**config.mk**
```make
export PLATFORM = sky130hd
export DESIGN_NAME = xmodem_block_receiver
export DESIGN_NICKNAME = d
export VERILOG_FILES = /design/src/rtl/xmbr_pkg.sv /design/src/rtl/xmodem_block_receiver.sv
export SDC_FILE = /design/constraint.sdc
export NUM_CORES = 1
export LEC_CHECK = 0
export BUFFER_PORTS_ARGS = -buffer_cell sky130_fd_sc_hd__buf_2
export CORE_ASPECT_RATIO = 1.75
export CORE_UTILIZATION = 61
export CTS_CLUSTER_DIAMETER = 200
export DETAILED_ROUTE_END_ITERATION = 10
export PLACE_DENSITY = 0.8
export SYNTH_ARGS = -nofsm -noshare
export SYNTH_HDL_FRONTEND = slang
export SYNTH_SLANG_ARGS = --single-unit
```
**constraint.sdc**
```tcl
create_clock -name aclk -period 4.66 [get_ports aclk]
set_input_delay 0.466 -clock aclk [delete_from_list [all_inputs] [get_ports aclk]]
set_output_delay 0.466 -clock aclk [all_outputs]
set_load 0.01 [all_outputs]
```
**src/rtl/xmbr_pkg.sv**
```systemverilog
package xmbr_pkg;

    // Line control bytes
    localparam logic [7:0] SOH_B       = 8'h01;
    localparam logic [7:0] EOT_B       = 8'h04;
    localparam logic [7:0] ACK_B       = 8'h06;
    localparam logic [7:0] NAK_B       = 8'h15;
    localparam logic [7:0] CAN_B       = 8'h18;
    localparam logic [7:0] CRC_START_B = 8'h43;  // 'C'

    localparam logic [7:0] COUNT_MAX = 8'hFF;

    // Input opcodes
    localparam logic OP_START = 1'b0;
    localparam logic OP_BYTE  = 1'b1;

    // Configuration register indexes
    localparam logic CFG_USE_CRC     = 1'b0;
    localparam logic CFG_ERROR_LIMIT = 1'b1;

    // Status codes
    localparam logic [2:0] ST_RECEIVING = 3'd0;
    localparam logic [2:0] ST_DONE      = 3'd1;
    localparam logic [2:0] ST_CANCELLED = 3'd2;
    localparam logic [2:0] ST_TOO_MANY  = 3'd3;
    localparam logic [2:0] ST_NO_EOT2   = 3'd4;

    typedef enum logic [2:0] {
        PH_IDLE,
        PH_WAIT,
        PH_NUM,
        PH_COMP,
        PH_DATA,
        PH_CHECK,
        PH_EOT,
        PH_END
    } phase_t;

    typedef struct packed {
        logic       opcode;
        logic [7:0] rx_byte;
    } in_word_t;

    typedef struct packed {
        logic       data_valid;
        logic [7:0] data_byte;
        logic       reply_valid;
        logic [7:0] reply_byte;
        logic       block_end;
        logic       block_commit;
        logic [2:0] status;
    } out_word_t;

    // CRC-16, poly 0x1021, MSB first, one byte per call
    function automatic logic [15:0] crc16_byte(input logic [15:0] crc, input logic [7:0] b);
        logic [15:0] c;
        c = crc ^ {b, 8'h00};
        for (int i = 0; i < 8; i++) begin
            if (c[15]) begin
                c = {c[14:0], 1'b0} ^ 16'h1021;
            end else begin
                c = {c[14:0], 1'b0};
            end
        end
        return c;
    endfunction

endpackage

```
**src/rtl/xmodem_block_receiver.sv**
```systemverilog
// XMODEM block receiver, one line event per input word.
// A result word is registered into the output register, or the skid entry while that is full.
// Throughput: one input word per cycle while the skid entry is empty; the CRC-16 byte update
// and the verdict compare are combinational logic ahead of the result register.
// A two-deep result buffer (output register plus skid) keeps s_ready high while one result waits.
// Reset (aresetn low, synchronous): idle before start, counters cleared, use_crc=1, limit=10.
module xmodem_block_receiver
    import xmbr_pkg::*;
#(
    parameter int DATA_BYTES = 128
) (
    input  logic       aclk,
    input  logic       aresetn,

    input  logic       cfg_we,
    input  logic       cfg_index,
    input  logic [7:0] cfg_wdata,

    input  logic       s_valid,
    output logic       s_ready,
    input  in_word_t   s_data,

    output logic       m_valid,
    input  logic       m_ready,
    output out_word_t  m_data
);

    localparam int POS_W = (DATA_BYTES > 1) ? $clog2(DATA_BYTES) : 1;
    localparam logic [POS_W-1:0] POS_LAST = POS_W'(DATA_BYTES - 1);

    // Configuration
    logic       use_crc_reg;
    logic [7:0] error_limit_reg;

    // Protocol state
    phase_t     phase_reg, phase_next;
    logic [POS_W-1:0] pos_reg, pos_next;
    logic       chk_hi_reg, chk_hi_next;     // first CRC byte already seen
    logic [7:0] sum_reg, sum_next;
    logic [15:0] crc_reg, crc_next;
    logic [7:0] blk_num_reg, blk_num_next;
    logic [7:0] blk_cmp_reg, blk_cmp_next;
    logic [7:0] first_chk_reg, first_chk_next;
    logic [7:0] last_good_reg, last_good_next;
    logic [7:0] err_cnt_reg, err_cnt_next;

    // Result buffer
    logic       out_valid_reg;
    out_word_t  out_word_reg;
    logic       skid_valid_reg;
    out_word_t  skid_word_reg;

    logic       res_has;
    out_word_t  res;
    logic       s_fire;
    logic       m_pop;

    // Verdict terms
    logic       check_ok;
    logic       good;
    logic       fresh;
    logic [7:0] err_after;

    assign s_ready = !skid_valid_reg;
    assign s_fire  = s_valid && s_ready;
    assign m_valid = out_valid_reg;
    assign m_data  = out_word_reg;
    assign m_pop   = out_valid_reg && m_ready;

    // Check compare for a final check byte
    always_comb begin
        if (use_crc_reg) begin
            check_ok = (first_chk_reg == crc_reg[7:0]) && (s_data.rx_byte == crc_reg[15:8]);
        end else begin
            check_ok = (s_data.rx_byte == sum_reg);
        end
        good  = check_ok && (blk_num_reg == (COUNT_MAX - blk_cmp_reg));
        fresh = good && (blk_num_reg == (last_good_reg + 8'd1));
        if (fresh) begin
            err_after = '0;
        end else if (err_cnt_reg != COUNT_MAX) begin
            err_after = err_cnt_reg + 8'd1;
        end else begin
            err_after = err_cnt_reg;
        end
    end

    // Next state and result for the word at the input
    always_comb begin
        phase_next     = phase_reg;
        pos_next       = pos_reg;
        chk_hi_next    = chk_hi_reg;
        sum_next       = sum_reg;
        crc_next       = crc_reg;
        blk_num_next   = blk_num_reg;
        blk_cmp_next   = blk_cmp_reg;
        first_chk_next = first_chk_reg;
        last_good_next = last_good_reg;
        err_cnt_next   = err_cnt_reg;
        res_has        = 1'b0;
        res            = '0;

        if (s_data.opcode == OP_START) begin
            // start (or restart) of a transfer
            phase_next     = PH_WAIT;
            pos_next       = '0;
            chk_hi_next    = 1'b0;
            sum_next       = '0;
            crc_next       = '0;
            err_cnt_next   = '0;
            last_good_next = '0;
            res_has          = 1'b1;
            res.reply_valid  = 1'b1;
            res.reply_byte   = use_crc_reg ? CRC_START_B : NAK_B;
        end else begin
            case (phase_reg)
                PH_WAIT: begin
                    if (s_data.rx_byte == SOH_B) begin
                        phase_next = PH_NUM;
                    end else if (s_data.rx_byte == CAN_B) begin
                        phase_next = PH_END;
                        res_has    = 1'b1;
                        res.status = ST_CANCELLED;
                    end else if (s_data.rx_byte == EOT_B) begin
                        phase_next      = PH_EOT;
                        res_has         = 1'b1;
                        res.reply_valid = 1'b1;
                        res.reply_byte  = NAK_B;
                    end
                end
                PH_NUM: begin
                    blk_num_next = s_data.rx_byte;
                    phase_next   = PH_COMP;
                end
                PH_COMP: begin
                    blk_cmp_next = s_data.rx_byte;
                    pos_next     = '0;
                    chk_hi_next  = 1'b0;
                    sum_next     = '0;
                    crc_next     = '0;
                    phase_next   = PH_DATA;
                end
                PH_DATA: begin
                    sum_next = sum_reg + s_data.rx_byte;
                    crc_next = crc16_byte(crc_reg, s_data.rx_byte);
                    if (pos_reg == POS_LAST) begin
                        pos_next    = '0;
                        chk_hi_next = 1'b0;
                        phase_next  = PH_CHECK;
                    end else begin
                        pos_next = pos_reg + 1'b1;
                    end
                    res_has        = 1'b1;
                    res.data_valid = 1'b1;
                    res.data_byte  = s_data.rx_byte;
                end
                PH_CHECK: begin
                    if (use_crc_reg && !chk_hi_reg) begin
                        first_chk_next = s_data.rx_byte;
                        chk_hi_next    = 1'b1;
                    end else begin
                        if (fresh) begin
                            last_good_next = blk_num_reg;
                        end
                        err_cnt_next  = err_after;
                        chk_hi_next   = 1'b0;
                        pos_next      = '0;
                        phase_next    = PH_WAIT;
                        res_has       = 1'b1;
                        res.block_end = 1'b1;
                        if (err_after < error_limit_reg) begin
                            res.reply_valid  = 1'b1;
                            res.reply_byte   = good ? ACK_B : NAK_B;
                            res.block_commit = fresh;
                        end else begin
                            res.status = ST_TOO_MANY;
                        end
                    end
                end
                PH_EOT: begin
                    phase_next = PH_END;
                    res_has    = 1'b1;
                    if (s_data.rx_byte == EOT_B) begin
                        res.reply_valid = 1'b1;
                        res.reply_byte  = ACK_B;
                        res.status      = ST_DONE;
                    end else begin
                        res.status = ST_NO_EOT2;
                    end
                end
                default: begin
                    // idle before start, or transfer over: byte ignored
                end
            endcase
        end
    end

    // Configuration registers
    always_ff @(posedge aclk) begin
        if (!aresetn) begin
            use_crc_reg     <= 1'b1;
            error_limit_reg <= 8'd10;
        end else if (cfg_we) begin
            case (cfg_index)
                CFG_USE_CRC:     use_crc_reg     <= cfg_wdata[0];
                CFG_ERROR_LIMIT: error_limit_reg <= cfg_wdata;
                default: ;
            endcase
        end
    end

    // Protocol state registers
    always_ff @(posedge aclk) begin
        if (!aresetn) begin
            phase_reg     <= PH_IDLE;
            pos_reg       <= '0;
            chk_hi_reg    <= 1'b0;
            sum_reg       <= '0;
            crc_reg       <= '0;
            blk_num_reg   <= '0;
            blk_cmp_reg   <= '0;
            first_chk_reg <= '0;
            last_good_reg <= '0;
            err_cnt_reg   <= '0;
        end else if (s_fire) begin
            phase_reg     <= phase_next;
            pos_reg       <= pos_next;
            chk_hi_reg    <= chk_hi_next;
            sum_reg       <= sum_next;
            crc_reg       <= crc_next;
            blk_num_reg   <= blk_num_next;
            blk_cmp_reg   <= blk_cmp_next;
            first_chk_reg <= first_chk_next;
            last_good_reg <= last_good_next;
            err_cnt_reg   <= err_cnt_next;
        end
    end

    // Result buffer: output register backed by one skid entry.
    // The input stalls only while the skid entry is occupied.
    always_ff @(posedge aclk) begin
        if (!aresetn) begin
            out_valid_reg  <= 1'b0;
            skid_valid_reg <= 1'b0;
        end else if (skid_valid_reg) begin
            if (m_pop) begin
                out_valid_reg  <= 1'b1;
                skid_valid_reg <= 1'b0;
            end
        end else if (s_fire && res_has) begin
            if (!out_valid_reg || m_pop) begin
                out_valid_reg <= 1'b1;
            end else begin
                skid_valid_reg <= 1'b1;
            end
        end else if (m_pop) begin
            out_valid_reg <= 1'b0;
        end
    end

    always_ff @(posedge aclk) begin
        if (skid_valid_reg) begin
            if (m_pop) begin
                out_word_reg <= skid_word_reg;
            end
        end else if (s_fire && res_has) begin
            if (!out_valid_reg || m_pop) begin
                out_word_reg <= res;
            end else begin
                skid_word_reg <= res;
            end
        end
    end

`ifndef SYNTHESIS
    // skid entry only fills behind a waiting output word
    a_skid_behind_out: assert property (@(posedge aclk) disable iff (!aresetn)
        skid_valid_reg |-> out_valid_reg)
        else $error("skid entry held with empty output register");

    // draining the output while the skid holds a word refills the output
    a_skid_drain: assert property (@(posedge aclk) disable iff (!aresetn)
        (skid_valid_reg && m_ready) |=> (out_valid_reg && !skid_valid_reg))
        else $error("skid word lost on drain");

    // a data byte always yields a result word
    a_data_result: assert property (@(posedge aclk) disable iff (!aresetn)
        (s_fire && s_data.opcode == OP_BYTE && phase_reg == PH_DATA) |=> out_valid_reg)
        else $error("data byte gave no result");

    // commit only on a verdict word
    a_commit_on_end: assert property (@(posedge aclk) disable iff (!aresetn)
        out_valid_reg |-> (!out_word_reg.block_commit || out_word_reg.block_end))
        else $error("commit without block end");
`endif

endmodule
```
==> impl_metrics.py <==
metrics = {
    "global_routing": {
        "grt_pass1_wl_um": 27600,
        "grt_max_degree": 50,
        "antenna_found_initial": 0,
        "track_usage_pct": 31.7,
        "grt_pass1_vias": 5810,
        "overflow": 0,
    },
    "synthesis": {
        "async_flop_share_pct": 0,
        "synth_mux_area_share_pct": 3.84,
        "synth_top_family_by_area": "simple AND/OR/NAND/NOR gates",
        "synth_xor_area_share_pct": 7.57,
        "syn_area_um2": 6810,
        "synth_edf_count": 40,
        "ys_seq_area_share_pct": 42.9,
        "syn_inst": 731,
        "yosys_warnings": 0,
        "synthFlopType": "dfxtp_1",
        "synth.distinct_cells": 71,
        "synthSimpleGateAreaFrac_pct": 23.3,
        "ys_ff_latch": 126,
        "synth-compound-area-share_pct": 14.8,
        "avgSynthCellArea_um2": 9.32,
        "synth_fa_ha_area_share_pct": 3.56,
    },
    "run": {
        "max_cap_viol_count": 0,
    },
    "sta": {
        "hold_violations": 0,
        "max_freq_mhz": 232,
        "post-route-min-period_ns": 4.30,
        "setup_violations": 0,
        "final.setup.tns_ns": 0,
        "max_slew_margin_pct": 22.6,
        "holdWs_ns": 0.268,
        "maxSlewViolCount": 0,
        "fin_skew_ns": 0.00811,
        "grt_setup_unrepaired": "false",
        "fin_crit_sh_pct": 92.3,
        "tightest_slew_ns": 1.16,
    },
    "placement": {
        "dp_cells": 876,
        "io_buffers": 44,
        "dp_hpwl_um": 12100,
        "place_congestion": 0.917,
    },
    "clock_network": {
        "cts_sinks": 126,
        "cts_tree": "built",
        "cts_made_buffers": 17,
        "root_buffer": "clkbuf_16",
        "clockBufferDepth": 2,
        "post_cts_buffers": 0,
        "cts_hold_buf": 0,
        "h-tree-depth": 4,
        "clk_pin_slew_ns": 0.06,
        "clk_latency_ns": 0.42,
        "post_cts_resized": 0,
    },
    "setup_path": {
        "cp.arrival_ns": 4.54,
        "path_depth": 13,
        "cp.required_ns": 4.90,
        "end_kind": "flop",
        "reg2regPathDepth": 13,
        "critPathKind": "flop to flop",
        "cpMaxStageDelayCell": "or4_1",
        "rr_startpoint": "crc_reg[1]",
        "cp_slowest_stage_delay_ns": 0.48,
        "crit_path_frequent_cell": "a21o_1",
        "path_buf_inv": 0,
        "path_max_fanout": 8,
        "r2r-end": "m_data[9]",
        "worstPathCellList": "xnor2_1, nand4_1, or4_1, o41ai_2, nor3b_4, nor2_1, ha_1, a21o_1, a21o_1, a21oi_1, a221oi_1, o31a_2, o31ai_1",
        "critPathTopFamily": "compound AO/OA/AOI/OAI gates",
        "crit_path_start_kind": "flop",
        "crit_end": "m_data[9]",
        "crit_start": "crc_reg[1]",
        "rrSetupSlack_ns": 0.36,
    },
    "die": {
        "dieHeight_um": 142,
        "pin_count": 48,
        "die_w_um": 81.9,
        "core_area_um2": 10800,
        "row_count": 50,
        "dieArea_um2": 11600,
        "start_util_pct": 63.3,
    },
    "drt": {
        "vias_per_cell": 6.41,
        "drt_first_pass_iters": 5,
        "drtIter0Drc": 373,
        "drtAntennaViolNets": 0,
        "wl_um": 17500,
        "drc": 0,
        "routedWlPerCell_um": 19.2,
        "routed-via-count": 5822,
    },
    "hold_path": {
        "hold_class": "input pin to flop",
    },
    "pwr": {
        "p_leak_nw": 3.11,
        "power_density_nw_per_um2": 357,
        "power_w": 0.00276,
        "ir_drop_uv": 289,
    },
    "final_layout": {
        "layout.cells.non_filler": 908,
        "finalNetCount": 806,
        "mostFrequentLayoutCells": "dfxtp_1, nand2_1, nor2b_1",
        "syn2layout_area_growth_pct": 13.3,
        "insertedDiodeCount": 0,
        "final_common_cell": "dfxtp_1",
        "drive_above_1_share_pct": 14.8,
    },
    "outcome": {
        "status": "completed",
    },
}
==> worst reg2reg max path: stages (launching register included) <==
cell and delay [ns]:
dfxtp_1 0.34, xnor2_1 0.32, nand4_1 0.25, or4_1 0.48
o41ai_2 0.45, nor3b_4 0.42, nor2_1 0.12, ha_1 0.31
a21o_1 0.16, a21o_1 0.17, a21oi_1 0.33, a221oi_1 0.19
o31a_2 0.36, o31ai_1 0.23
==> power by group <==
| group | switching, W | total [W] | internal, W |
|---|---|---|---|
| clock | 0.000539 | 0.00134 | 0.000805 |
| sequential | 0.0000214 | 0.00118 | 0.00116 |
| combinational | 0.000148 | 0.000232 | 0.0000842 |
| total | 0.000708 | 0.00276 | 0.00205 |
==> synthesized netlist by cell type (7+ instances only) <==
library cell	number	area [um^2]
dfxtp_1	86	1720
nand2_1	73	274
nor2b_1	48	300
edfxtp_1	40	1200
nand3_1	38	190
nor2_1	37	139
clkbuf_1	34	128
xnor2_1	32	280
a21oi_1	27	135
o21ai_0	22	110
inv_1	21	78.8
a21boi_0	20	150
xor2_1	20	175
and3_1	18	113
ha_1	17	213
mux2i_1	16	160
nor3_1	16	80.1
and2_1	15	93.8
nand4_1	14	87.6
a41oi_1	12	105
a22oi_1	11	82.6
mux2_2	9	101
a22o_1	7	61.3
nand4b_1	7	61.3
==> through the flow <==
stage	utilization, %	instance area, um^2	setup slack, ns
after detailed placement	66.1	7110	0.256
after floorplan	-	6820	0.682
after global placement	66.1	7110	0.323
after CTS	71.7	7710	0.383
final	71.7	7710	0.358
after global routing	71.7	7710	0.116
==> worst min-delay path by stage <==
| stage | start | to | slack [ns] | cells past startpoint |
|---|---|---|---|---|
| finish | cfg_wdata[3] | error_limit_reg[3] | 0.27 | 3 |
| global route | cfg_wdata[3] | error_limit_reg[3] | 0.28 | 3 |
| CTS | cfg_wdata[3] | error_limit_reg[3] | 0.26 | 3 |
| detailed placement | sum_reg[6] | sum_reg[6] | 0.46 | 2 |
| global placement | pos_reg[6] | pos_reg[6] | 0.45 | 2 |
| floorplan | pos_reg[6] | pos_reg[6] | 0.44 | 2 |
==> per-layer routing <==
| metal | track usage, % | up-vias | share of wire (%) |
|---|---|---|---|
| met4 | 21.1 | 0 | 5.1 |
| met1 | 31.6 | 2791 | 36 |
| met3 | 7.59 | 81 | 5.6 |
| met5 | 0 | - | 0 |
| met2 | 55.9 | 253 | 53 |
| li1 | - | 2697 | - |
==> cells by family (layout without fill, tap and decap cells) <==
family,after synthesis,in the layout
AOI/OAI and AO/OA,142,142
xor gates and xnor gates,55,55
adders and majority gates,19,19
buffers and inverters,66,111
DFF,126,126
muxes,25,25
other,1,3
and+or+nand+nor,297,297
==> cell type report <==
cell class	count	area (um^2)
tap	130	163
inverter	23	86.3
clock buffer	17	425
timing repair buffer	56	310
fill	837	3050
sequential	126	2920
clock inverter	15	175
multi-input combinational	541	3630
Note: power is estimated with default switching activity, not from simulation.
